`src/hw/rtl/bhq_pkg.sv`:
```
// ----------------------------------------------------------------------------
// bhq_pkg
// Shared types and codes of the binary min-heap queue.
// ----------------------------------------------------------------------------
package bhq_pkg;

  localparam int CAPACITY_DEF = 256;
  localparam int KEY_W        = 32;
  localparam int ID_W         = 16;

  localparam logic [1:0] KIND_PUSH   = 2'd0;
  localparam logic [1:0] KIND_POP    = 2'd1;
  localparam logic [1:0] KIND_CHANGE = 2'd2;

  localparam logic [1:0] ST_OK       = 2'd0;
  localparam logic [1:0] ST_FULL     = 2'd1;
  localparam logic [1:0] ST_EMPTY    = 2'd2;
  localparam logic [1:0] ST_NOTFOUND = 2'd3;

  typedef struct packed {
    logic [KEY_W-1:0] key;
    logic [ID_W-1:0]  id;
  } entry_t;

  localparam int ENTRY_W = KEY_W + ID_W;

  // finished transaction handed to the output register
  typedef struct packed {
    logic       valid;
    logic [1:0] status;
  } result_t;

endpackage

```
`src/hw/rtl/bhq_ctrl.sv`:
```
// ----------------------------------------------------------------------------
// bhq_ctrl
// Heap sequencer: sift-up for push, sift-down for pop, id scan and
// bottom-up rebuild for change priority. Tracks count and the root entry.
// ----------------------------------------------------------------------------
module bhq_ctrl
  import bhq_pkg::*;
#(
  parameter int CAPACITY = CAPACITY_DEF,
  parameter int AW       = $clog2(CAPACITY),
  parameter int CW       = $clog2(CAPACITY + 1)
) (
  input  logic             clk,
  input  logic             rst_n,
  input  logic             start,
  input  logic [1:0]       kind,
  input  logic [KEY_W-1:0] key,
  input  logic [ID_W-1:0]  item_id,
  output logic             busy,
  output result_t          res,
  input  logic             res_take,
  output entry_t           head,
  output logic [CW-1:0]    count,
  output logic             mem_we,
  output logic [AW-1:0]    mem_waddr,
  output entry_t           mem_wdata,
  output logic             mem_re,
  output logic [AW-1:0]    mem_raddr,
  input  entry_t           mem_rdata
);

  localparam int IW = CW + 1;
  localparam logic [CW-1:0] CAP_C = CW'(CAPACITY);

  typedef enum logic [3:0] {
    S_IDLE, S_PU_CMP, S_PU_FIN, S_PO_WR, S_CH_CHK,
    S_SD_P, S_SD_L, S_SD_R, S_SD_C, S_SD_W, S_DONE
  } state_t;

  state_t        state_r;
  logic [CW-1:0] cnt_r;
  logic [AW-1:0] idx_r, pos_r, outer_r, best_r;
  entry_t        nk_r, cur_r, lft_r, head_r;
  logic [1:0]    st_r;

  logic [AW-1:0] par_idx, par_par;
  logic [IW-1:0] l_w, r_w, lb_w;
  logic          l_ok, r_ok, lb_ok;
  logic          pick_l, pick_r;
  logic [AW-1:0] best_c;
  entry_t        best_e;

  assign par_idx = AW'((idx_r - AW'(1)) >> 1);
  assign par_par = AW'((par_idx - AW'(1)) >> 1);

  assign l_w   = IW'({pos_r, 1'b0}) + IW'(1);
  assign r_w   = IW'({pos_r, 1'b0}) + IW'(2);
  assign l_ok  = l_w < IW'(cnt_r);
  assign r_ok  = r_w < IW'(cnt_r);
  assign lb_w  = IW'({best_r, 1'b0}) + IW'(1);
  assign lb_ok = lb_w < IW'(cnt_r);

  // smallest of node, left, right; left wins a tie against right
  always_comb begin
    pick_l = l_ok && (lft_r.key < cur_r.key);
    pick_r = r_ok && (mem_rdata.key < (pick_l ? lft_r.key : cur_r.key));
    if (pick_r) begin
      best_c = AW'(r_w);
      best_e = mem_rdata;
    end else if (pick_l) begin
      best_c = AW'(l_w);
      best_e = lft_r;
    end else begin
      best_c = pos_r;
      best_e = cur_r;
    end
  end

  always_comb begin
    mem_we    = 1'b0;
    mem_waddr = '0;
    mem_wdata = nk_r;
    mem_re    = 1'b0;
    mem_raddr = '0;
    unique case (state_r)
      S_IDLE: begin
        if (start) begin
          mem_re = 1'b1;
          unique case (kind)
            KIND_PUSH:   mem_raddr = AW'((cnt_r - CW'(1)) >> 1);
            KIND_POP:    mem_raddr = AW'(cnt_r - CW'(1));
            default:     mem_raddr = '0;
          endcase
          if (kind == KIND_PUSH && cnt_r == '0) begin
            mem_we    = 1'b1;
            mem_wdata = '{key: key, id: item_id};
          end
        end
      end
      S_PU_CMP: begin
        mem_we = 1'b1;
        mem_waddr = idx_r;
        if (mem_rdata.key > nk_r.key) begin
          mem_wdata = mem_rdata;
          mem_re    = par_idx != '0;
          mem_raddr = par_par;
        end
      end
      S_PU_FIN: begin
        mem_we = 1'b1;
        mem_waddr = idx_r;
      end
      S_PO_WR: begin
        mem_we    = 1'b1;
        mem_wdata = mem_rdata;
        mem_re    = 1'b1;
        mem_raddr = AW'(1);
      end
      S_CH_CHK: begin
        if (mem_rdata.id == nk_r.id) begin
          mem_we    = 1'b1;
          mem_waddr = idx_r;
          mem_wdata = '{key: nk_r.key, id: mem_rdata.id};
        end else begin
          mem_re    = 1'b1;
          mem_raddr = idx_r + AW'(1);
        end
      end
      S_SD_P: begin
        mem_re    = 1'b1;
        mem_raddr = pos_r;
      end
      S_SD_L: begin
        mem_re    = l_ok;
        mem_raddr = AW'(l_w);
      end
      S_SD_R: begin
        mem_re    = r_ok;
        mem_raddr = AW'(r_w);
      end
      S_SD_C: begin
        mem_we    = best_c != pos_r;
        mem_waddr = pos_r;
        mem_wdata = best_e;
      end
      S_SD_W: begin
        mem_we    = 1'b1;
        mem_waddr = best_r;
        mem_wdata = cur_r;
        mem_re    = lb_ok;
        mem_raddr = AW'(lb_w);
      end
      S_DONE: ;
      default: ;
    endcase
  end

  always_ff @(posedge clk) begin
    if (!rst_n) begin
      state_r <= S_IDLE;
      cnt_r   <= '0;
      st_r    <= ST_OK;
    end else begin
      unique case (state_r)
        S_IDLE: begin
          if (start) begin
            nk_r <= '{key: key, id: item_id};
            st_r <= ST_OK;
            unique case (kind)
              KIND_PUSH: begin
                if (cnt_r == CAP_C) begin
                  st_r    <= ST_FULL;
                  state_r <= S_DONE;
                end else begin
                  cnt_r   <= cnt_r + CW'(1);
                  idx_r   <= AW'(cnt_r);
                  state_r <= (cnt_r == '0) ? S_DONE : S_PU_CMP;
                end
              end
              KIND_POP: begin
                if (cnt_r == '0) begin
                  st_r    <= ST_EMPTY;
                  state_r <= S_DONE;
                end else begin
                  cnt_r   <= cnt_r - CW'(1);
                  state_r <= (cnt_r == CW'(1)) ? S_DONE : S_PO_WR;
                end
              end
              KIND_CHANGE: begin
                idx_r <= '0;
                if (cnt_r == '0) begin
                  st_r    <= ST_NOTFOUND;
                  state_r <= S_DONE;
                end else begin
                  state_r <= S_CH_CHK;
                end
              end
              default: state_r <= S_DONE;
            endcase
          end
        end
        S_PU_CMP: begin
          if (mem_rdata.key > nk_r.key) begin
            idx_r   <= par_idx;
            state_r <= (par_idx == '0) ? S_PU_FIN : S_PU_CMP;
          end else begin
            state_r <= S_DONE;
          end
        end
        S_PU_FIN: state_r <= S_DONE;
        S_PO_WR: begin
          cur_r   <= mem_rdata;
          pos_r   <= '0;
          outer_r <= '0;
          state_r <= (cnt_r == CW'(1)) ? S_DONE : S_SD_R;
        end
        S_CH_CHK: begin
          if (mem_rdata.id == nk_r.id) begin
            outer_r <= AW'(cnt_r >> 1);
            pos_r   <= AW'(cnt_r >> 1);
            state_r <= S_SD_P;
          end else if (CW'(idx_r) + CW'(1) < cnt_r) begin
            idx_r <= idx_r + AW'(1);
          end else begin
            st_r    <= ST_NOTFOUND;
            state_r <= S_DONE;
          end
        end
        S_SD_P: state_r <= S_SD_L;
        S_SD_L: begin
          cur_r   <= mem_rdata;
          state_r <= S_SD_R;
        end
        S_SD_R: begin
          if (l_ok) begin
            lft_r <= mem_rdata;
          end
          state_r <= S_SD_C;
        end
        S_SD_C: begin
          if (best_c != pos_r) begin
            best_r  <= best_c;
            state_r <= S_SD_W;
          end else if (outer_r == '0) begin
            state_r <= S_DONE;
          end else begin
            outer_r <= outer_r - AW'(1);
            pos_r   <= outer_r - AW'(1);
            state_r <= S_SD_P;
          end
        end
        S_SD_W: begin
          pos_r   <= best_r;
          state_r <= S_SD_R;
        end
        S_DONE: begin
          if (res_take) begin
            state_r <= S_IDLE;
          end
        end
        default: state_r <= S_IDLE;
      endcase
    end
  end

  // root entry mirror
  always_ff @(posedge clk) begin
    if (mem_we && mem_waddr == '0) begin
      head_r <= mem_wdata;
    end
  end

  assign busy       = state_r != S_IDLE;
  assign res.valid  = state_r == S_DONE;
  assign res.status = st_r;
  assign head       = head_r;
  assign count      = cnt_r;

`ifndef NO_ASSERTIONS
  a_cnt_range: assert property (@(posedge clk) disable iff (!rst_n)
    cnt_r <= CAP_C) else $error("count above capacity");
  a_no_rw_clash: assert property (@(posedge clk) disable iff (!rst_n)
    (mem_we && mem_re) |-> mem_waddr != mem_raddr)
    else $error("read and write of one entry in one cycle");
  a_cnt_idle: assert property (@(posedge clk) disable iff (!rst_n)
    (state_r != S_IDLE && $past(state_r) != S_IDLE) |-> $stable(cnt_r))
    else $error("count changed mid transaction");
  a_start_idle: assert property (@(posedge clk) disable iff (!rst_n)
    start |-> state_r == S_IDLE) else $error("start while busy");
`endif

endmodule
```
`config.mk`:
```
export PLATFORM = sky130hd
export DESIGN_NAME = bhq_ctrl
export DESIGN_NICKNAME = d
export VERILOG_FILES = /design/src/hw/rtl/bhq_pkg.sv /design/src/hw/rtl/bhq_ctrl.sv
export SDC_FILE = /design/constraint.sdc
export NUM_CORES = 1
export LEC_CHECK = 0
export BUFFER_PORTS_ARGS = -buffer_cell sky130_fd_sc_hd__buf_2
export CORE_ASPECT_RATIO = 1.4
export CORE_UTILIZATION = 35
export DETAILED_ROUTE_END_ITERATION = 6
export GPL_TIMING_DRIVEN = 0
export PLACE_DENSITY = 0.63
export SLEW_MARGIN = 20
export SYNTH_ARGS = -nofsm -noshare
export SYNTH_HDL_FRONTEND = slang
export SYNTH_SLANG_ARGS = --single-unit
```
`constraint.sdc`:
```
create_clock -name clk -period 6.2 [get_ports clk]
set_clock_uncertainty 0.2 [all_clocks]
set_input_delay 1.55 -clock clk [delete_from_list [all_inputs] [get_ports clk]]
set_output_delay 1.55 -clock clk [all_outputs]
set_load 0.005 [all_outputs]
```
# Yosys cells after proc, flatten, opt, wreduce, memory -nomap -nowiden
# Cells that the tools add are included.
# totals
regBits	239
inputBits	102
output_inout_bits	127
# classes
addsub	10
order_cmp	7
eq_ne	30
muxes	64
reduce_logical	32
# op_table
op	n
$pmux 48 s6	1
$mux 48	5
$mux 8	13
$lt 32x32->1	2
$pmux 8 s4	2
$pmux 8 s8	1
$mux 4	13
$pmux 8 s3	2
$pmux 4 s10	1
$gt 32x32->1	1
$mux 32	1
$pmux 8 s2	2
$lt 10x9->1	3
$logic_not 8->1	3
$add 9x1->10 const B	2
$ne 2x2->1 const B	10
$mux 9	2
$pmux 9 s2	1
$eq 16x16->1	1
$eq 4x3->1 const B	4
$mux 16	1
$sub 8x1->8 const B	2
$reduce_and 5->1	3
$eq 4x4->1 const B	3
other kinds (39)	64

# Depth between registers and ports, before layout
# Gate-level depths: netlist of the first run.
# logic_depth
word_depth	10
mapped_depth	25
mapped_depth_nobuf	18

# Worst setup path before layout of the first run
# No wires, ideal clock.
# synth_timing
path_type	register to output
start	reg cnt_r[8], in the netlist count[8]
end	out mem_wdata[11] (netlist name)
arrival_time_ps	4894
t_required_ps	4450
slack_ps	-444
path_stages_with_launch	24
cell_sequence	dfxtp_1 > clkbuf_1 > inv_1 > ha_1 > a2111oi_0 > a32o_1 > and3_1 > clkbuf_1 > and2_1 > buf_2 > clkbuf_1 > a21oi_1 > ha_1 > nand3_1 > nor2_1 > a2111oi_0 > o21ai_0 > a211oi_2 > and2_1 > buf_2 > buf_4 > a211oi_1 > a2111oi_0 > o22ai_1
# synth_lines
item	line_no	rtl
start, declared	bhq_ctrl.sv:41	logic [CW-1:0] cnt_r;
start signal, assigned	bhq_ctrl.sv:175	cnt_r <= cnt_r + CW'(1);
start signal, assigned	bhq_ctrl.sv:185	cnt_r <= cnt_r - CW'(1);
end, declared	bhq_ctrl.sv:26	output entry_t mem_wdata,

==> flow_metrics.tcl, run 1 <==
set metrics [dict create \
    postRouteWirelength_microns 70200 \
    postPlaceCellArea_sq_um 18100 \
    power.share.switching_pct 44.1 \
    firstDrtPassIters 7 \
    reg2reg_from "pos_r[0]" \
    place_congestion 1.02 \
    num_io_pins 229 \
    number_of_enable_flip_flop_cells_after_synthesis 224 \
    drive_gt1_share_pct 31.0 \
    crit_arrival_ps 5460 \
    hold_buffers 0 \
    grt_first_pass_wirelength_microns 101000 \
    design.die.area_sq_um 46700 \
    asyncSetResetFlopFracSynth_pct 0 \
    postSynth.topFlopCell "sky130_fd_sc_hd__edfxtp_1" \
    synth_warnings 0 \
    finalWorstPathRequiredPeriod_ps 7210 \
    failing_checks "design-rule violations, negative setup slack" \
    timing.final.hold_violations 0 \
    grt_max_degree 34 \
    hold-worst-slack_ps 329 \
    grt_antenna_before_repair 1 \
    total_leakage_power_nw 8.37 \
    syn_nets 1889 \
    clock-sinks 239 \
    final_cell_area_sq_um 21800 \
    post_layout_nonfiller_instances 2610 \
    ff2ff_setup_slack_ps 450 \
    power.combinational.fraction_pct 58.9 \
    power.clock.fraction_pct 17.5 \
    first_global_vias 15900 \
    grt_overflow_total 0 \
    most_common_library_cell_in_the_layout_ignoring_fill_and_taps "sky130_fd_sc_hd__buf_2" \
    vias_per_cell 6.08 \
    critical_path.reg2reg.endpoint "head[24]" \
    drc 12 \
    reg2reg_depth 25 \
    grt_setup_unrepaired "true" \
    vias 15900 \
    die-height_microns 255 \
    worstSkewPairLatency_ps 600 \
    netSwitchingPower_mw 4.56 \
    worstHoldPathType "flip-flop to flip-flop" \
    highest_clock_frequency_the_design_can_meet_mhz 139 \
    finalMaxSlewViolations 0 \
    power_report.internal_total_mw 5.79 \
    placedCellCount 2495 \
    crit_path_start_kind "flip-flop" \
    drt-wirelength-per-cell_microns 26.9 \
    power.share.sequential_pct 23.6 \
    highest_count_cells_in_the_layout_ignoring_fill_and_taps "226 x sky130_fd_sc_hd__buf_2, 224 x sky130_fd_sc_hd__edfxtp_1, 167 x sky130_fd_sc_hd__nand2_1" \
    postSynthAreaPerCell_sq_um 9.71 \
    htreeDepth 1 \
    min_from "st_r[1]" \
    timing.setup.critical_path_class "flip-flop to output port" \
    buffer_ports.inserted 226 \
    setup_crit_end_kind "output port" \
    final-setup-viol-count 49 \
    synth_cell_types 75 \
    finalCritPeriodShare_pct 116 \
    grt_resource_usage_total_pct 29.1 \
    design.final.nets 2211 \
    rows 92 \
    synth_sequential_area_ratio_pct 43.8 \
    max_slew_margin_pct 16.6 \
    worstSetupEndpoint "mem_wdata[17]" \
    tritoncts_clock_tree "done" \
    maximum_fanout_encountered_on_the_critical_timing_path 10 \
    chipWidth_microns 183 \
    clk_root_buffer_cell "sky130_fd_sc_hd__clkbuf_16" \
    max-cap-violations 0 \
    irDropWorstVdd_uv 285 \
    floorplan.core_area_sq_um 45100 \
    synth.ff_latch_count 239 \
    worst_slew_pin_slew_ps 1250 \
    run_status "finished with violations" \
    cts_buffer_depth 3 \
    detailedPlacementHpwl_microns 50500 \
    synthToLayoutAreaGrowth_pct 36.1 \
    number_of_buffers_added_by_the_clock_tree_synthesis_step 29 \
    synthCells 1653 \
    final.setup.worst_slack_ps -1010 \
    synth.cell_area_sq_um 16000 \
    final_antenna_net_count 0 \
    worstPathRequired_ps 4450 \
    dr.first_iter.drc_count 1662 \
    timing.critical_path.from "pos_r[0]" \
    initial_core_utilization_pct 35.6 \
    path_clk_slew_ps 60 \
    power.density_cell_area_nw_per_um2 474 \
]
synth_stat cells, drive strengths merged, types with 13 or more instances:
| cell | instances | share of area [%] |
|---|---|---|
| buf | 25 | 0.77 |
| o21ai | 52 | 1.6 |
| nand2 | 180 | 4.2 |
| xor2 | 28 | 1.5 |
| a22oi | 17 | 0.80 |
| a221o | 13 | 0.81 |
| and2 | 13 | 0.51 |
| inv | 98 | 2.3 |
| nand3 | 37 | 1.2 |
| nor3 | 46 | 1.5 |
| ha | 134 | 10 |
| a221oi | 53 | 2.9 |
| nand4 | 26 | 1.0 |
| edfxtp | 224 | 42 |
| dfxtp | 15 | 1.9 |
| a21o | 16 | 0.75 |
| clkbuf | 78 | 1.8 |
| and3 | 22 | 0.86 |
| nor4 | 13 | 0.51 |
| a211oi | 67 | 3.3 |
| nor2 | 111 | 2.6 |
| xnor2 | 33 | 1.8 |
| a21oi | 120 | 3.8 |
| a31oi | 22 | 0.86 |
| o22ai | 39 | 1.5 |
power by group through the flow:
stage	logic, mW	registers (mW)	clock network (mW)
floorplan	2.58	2.48	0
global placement	4.53	2.49	0
detailed placement	4.64	2.47	0
CTS	5.55	2.44	1.83
global route	6.44	2.47	1.88
finish	6.09	2.44	1.81
critical path: stages (launching register included):
cell and delay, ps:
sky130_fd_sc_hd__edfxtp_1 360, sky130_fd_sc_hd__clkbuf_8 150, sky130_fd_sc_hd__clkinvlp_4 120, sky130_fd_sc_hd__ha_2 190, sky130_fd_sc_hd__nor2b_1 130, sky130_fd_sc_hd__o2111ai_1 130, sky130_fd_sc_hd__a32o_2 340, sky130_fd_sc_hd__and3_4 200
sky130_fd_sc_hd__clkbuf_8 150, sky130_fd_sc_hd__buf_4 210, sky130_fd_sc_hd__a21oi_4 180, sky130_fd_sc_hd__a21oi_4 60, sky130_fd_sc_hd__ha_4 280, sky130_fd_sc_hd__nand4_1 180, sky130_fd_sc_hd__a21oi_2 220, sky130_fd_sc_hd__nor3_2 80
sky130_fd_sc_hd__o31ai_4 350, sky130_fd_sc_hd__a211oi_4 130, sky130_fd_sc_hd__and2_4 260, sky130_fd_sc_hd__buf_8 150, sky130_fd_sc_hd__buf_12 140, sky130_fd_sc_hd__a211oi_4 270, sky130_fd_sc_hd__o31ai_2 100, sky130_fd_sc_hd__a32oi_2 290
sky130_fd_sc_hd__buf_2 170
state kept, by name, summed over array words and instances, names as in the netlist:
name and cells:
head 48, lft_r 48, count 9, nk_r 48, state_r 4, pos_r 8
outer_r 8, st_r 2, cur_r 48, best_r 8, idx_r 8
cells by family after synthesis:
kind of cell    Yosys count  share of synthesized area [%]
fa+ha+maj               134                           10.5
mux                       9                          0.569
compound gates          510                           22.4
simple gates            499                           14.6
xor+xnor                 61                           3.33
flops                   239                           43.8
buf+inv                 201                           4.90
area by class of cell:
class	instances	area, sq um
plain buffers	100	693
multi-input cells	1213	10100
clock buffers	32	737
inverters	98	397
clock inverters	22	243
repair buffers	294	1810
fillers	4197	23300
diodes	1	2.50
flip-flops and latches	239	7040
well taps	611	764
timing repair:
item                       CTS  global route
setup endpoints to repair  177            54
resized for setup          283           143
cloned                       2             2
setup buffers               51            10
pin swaps                  102            70
how the worst min path moves through the flow:
stage | end | slack (ps) | cells after the start
final | st_r[1] | 330 | 1
after CTS | st_r[1] | 330 | 1
after floorplan | st_r[1] | 320 | 1
after global placement | st_r[1] | 320 | 1
after detailed placement | st_r[1] | 320 | 1
after global routing | st_r[1] | 370 | 1
per-stage QoR:
step	TNS [ps]	util [%]	setup slack [ps]	total power, mW
global route	-50700	48.4	-1140	10.8
detailed placement	-193650	40.2	-2360	7.11
global placement	-244800	39.9	-2420	7.02
CTS	-43630	46.7	-1010	9.82
finish	-43580	48.4	-1010	10.3
floorplan	0	-	2.28	5.06
layer usage:
layer	track usage (%)	wire length, microns	vias to the layer above
met5	0	0	-
met4	18.3	4760	0
met3	4.03	5290	229
met2	49.8	34500	935
met1	34.1	25700	7728
li1	-	-	6989
(Power assumes the default switching activity.)
==> inputs of run 2 (changes only) <==
Settings changed: CORE_UTILIZATION 35 to 50, PLACE_DENSITY 0.63 to 0.82.
==> run 2 against run 1 <==
The run ends with negative setup slack left. Non-clock buffer count up 59. Critical path depth shrank 3. Global-route usage grew 12 points. Sequential share of layout area fell by 0.11 points. Clock power is 9% lower. Die area decreased by 30%. First-iteration DRC count grew 26%. Cell count fell by 6.3%. Wire length rose by 1.6%. Critical endpoint is now mem_wdata[10]. Highest routed layer unchanged.
==> flow_metrics.tcl, run 2 (same netlist as run 1, synthesis figures left out) <==
set metrics [dict create \
    run_status "finished with violations" \
    design.final.nets 2267 \
    grt_resource_usage_total_pct 41.4 \
    worst_slew_pin_slew_ps 1280 \
    initial_core_utilization_pct 50.8 \
    post-route-util_pct 69.3 \
    reg2reg_from "pos_r[0]" \
    num_io_pins 229 \
    finalMaxSlewViolations 0 \
    finalCritPeriodShare_pct 119 \
    firstDrtPassIters 6 \
    buffer_ports.inserted 226 \
    final.setup.worst_slack_ps -1190 \
    most_common_library_cell_in_the_layout_ignoring_fill_and_taps "sky130_fd_sc_hd__buf_2" \
    grt_setup_unrepaired "true" \
    final-setup-viol-count 53 \
    tritoncts_clock_tree "done" \
    reg2reg_depth 41 \
    timing.setup.critical_path_class "flip-flop to output port" \
    vias 16900 \
    htreeDepth 1 \
    drc 0 \
    crit_arrival_ps 5640 \
    dr.first_iter.drc_count 2094 \
    place_congestion 1.03 \
    min_from "st_r[0]" \
    dp_worst_setup_slack_ps -2040 \
    grt_overflow_total 0 \
    power.density_cell_area_nw_per_um2 485 \
    vias_per_cell 6.89 \
    hold-path-cell-count 1 \
    final.setup.tns_ps -55240 \
    grt_max_degree 49 \
    max-cap-violations 0 \
    drt-wirelength-per-cell_microns 29.2 \
    maximum_fanout_encountered_on_the_critical_timing_path 8 \
    irDropWorstVdd_uv 296 \
    timing.final.hold_violations 0 \
    detailedPlacementHpwl_microns 47500 \
    total_leakage_power_nw 8.53 \
    hold-worst-slack_ps 338 \
    footprint_of_the_multi_input_gates_sq_um 10000 \
    highest_count_cells_in_the_layout_ignoring_fill_and_taps "227 x sky130_fd_sc_hd__buf_2, 224 x sky130_fd_sc_hd__edfxtp_1, 166 x sky130_fd_sc_hd__nand2_1" \
    finalWorstPathRequiredPeriod_ps 7390 \
    number_of_buffers_added_by_the_clock_tree_synthesis_step 26 \
    rows 77 \
    crit_path_start_kind "flip-flop" \
    path_clk_slew_ps 60 \
    postPlaceCellArea_sq_um 17800 \
    synthToLayoutAreaGrowth_pct 36.6 \
    worstHoldPathType "flip-flop to flip-flop" \
    seq_area_sq_um 7040 \
    grt_first_pass_wirelength_microns 101000 \
    grt_antenna_before_repair 3 \
    final_cell_area_sq_um 21900 \
    max_slew_margin_pct 13.8 \
    clock-sinks 239 \
    failing_checks "negative setup slack" \
    hold_path_end "st_r[0]" \
    final.fill_count 2257 \
    floorplan.core_area_sq_um 31600 \
    cts_buffer_depth 3 \
    design.die.area_sq_um 32800 \
    ff2ff_setup_slack_ps -920 \
    first_global_vias 16300 \
    chipWidth_microns 153 \
    postRouteWirelength_microns 71400 \
    highest_clock_frequency_the_design_can_meet_mhz 135 \
    final_antenna_net_count 0 \
    critical_path.reg2reg.endpoint "head[0]" \
    clk_root_buffer_cell "sky130_fd_sc_hd__clkbuf_16" \
    setup_crit_end_kind "output port" \
    worstPathRequired_ps 4450 \
    drive_gt1_share_pct 33.3 \
    die-height_microns 214 \
    worstSkewPairLatency_ps 590 \
]
## run 2: cell count changes in the layout (fill, tap and decap cells not counted), sizes merged
cell / delta
bufinv: -1
inv: -3
diode: +2
buf: +59
clkinvlp: -1
clkbuf: -4
## run 2: area by class of cell
| type | count | share of cell area [%] |
|---|---|---|
| Buffer | 97 | 2.83 |
| Timing Repair Buffer | 356 | 11.3 |
| Sequential cell | 239 | 32.1 |
| Clock inverter | 17 | 0.931 |
| Inverter | 98 | 1.83 |
| Clock buffer | 28 | 3.00 |
| Multi-Input combinational cell | 1213 | 45.7 |
| Tap cell | 395 | 2.26 |
| Antenna cell | 3 | 0.0343 |
## run 2: how the worst max path moves through the flow
stage / startpoint / to / slack (ps)
after floorplan: count[2] / mem_wdata[0] / 2
after detailed placement: count[6] / mem_wdata[18] / -2040
after global routing: cur_r[26] / mem_wdata[11] / -1230
after global placement: count[6] / head[24] / -2280
final: pos_r[5] / mem_wdata[10] / -1190
after CTS: lft_r[27] / mem_wdata[15] / -960
## run 2: routing by layer
metal  wire length (microns)  GRT usage (%)  vias up  part of all wire (%)
li1                        -              -     7100                     -
met1                   23300           45.9     7869                    33
met2                   32400           67.1     1452                    45
met3                    8240           9.50      441                    12
met4                    7400           35.5        0                    10
met5                       0              0        -                     0
## run 2: power breakdown
group	internal [mW]	switching (mW)
registers	2.31	0.144
clock network	0.933	0.712
logic	2.70	3.83
total	5.95	4.68
## run 2: repair_timing
item                       CTS  global route
setup endpoints to repair  175            62
hold buffers                 0             0
buffers inserted            91            29
pin swaps                  104            67
resized for setup          315           123
cloned                       7             1
## run 2: critical path, stage by stage, from the launching register on
cell,delay [ps]
sky130_fd_sc_hd__edfxtp_1,490
sky130_fd_sc_hd__ha_1,280
sky130_fd_sc_hd__a2111oi_4,290
sky130_fd_sc_hd__a32o_2,310
sky130_fd_sc_hd__and3_4,200
sky130_fd_sc_hd__clkbuf_8,140
sky130_fd_sc_hd__and2_4,260
sky130_fd_sc_hd__clkbuf_16,210
sky130_fd_sc_hd__a21oi_4,70
sky130_fd_sc_hd__ha_4,270
sky130_fd_sc_hd__nand4_1,200
sky130_fd_sc_hd__a21oi_2,210
sky130_fd_sc_hd__nor3_2,80
sky130_fd_sc_hd__o31ai_4,400
sky130_fd_sc_hd__a211oi_4,140
sky130_fd_sc_hd__and2_4,270
sky130_fd_sc_hd__a31o_4,300
sky130_fd_sc_hd__buf_8,160
sky130_fd_sc_hd__buf_4,140
sky130_fd_sc_hd__a211oi_2,270
sky130_fd_sc_hd__o22ai_2,150
sky130_fd_sc_hd__buf_2,190
## run 2: metrics by stage
step | instances | power [mW]
finish | 2446 | 10.6
global route | 2446 | 11.0
CTS | 2419 | 9.85
detailed placement | 2278 | 6.97
global placement | 2274 | 6.88
floorplan | 1653 | 5.06
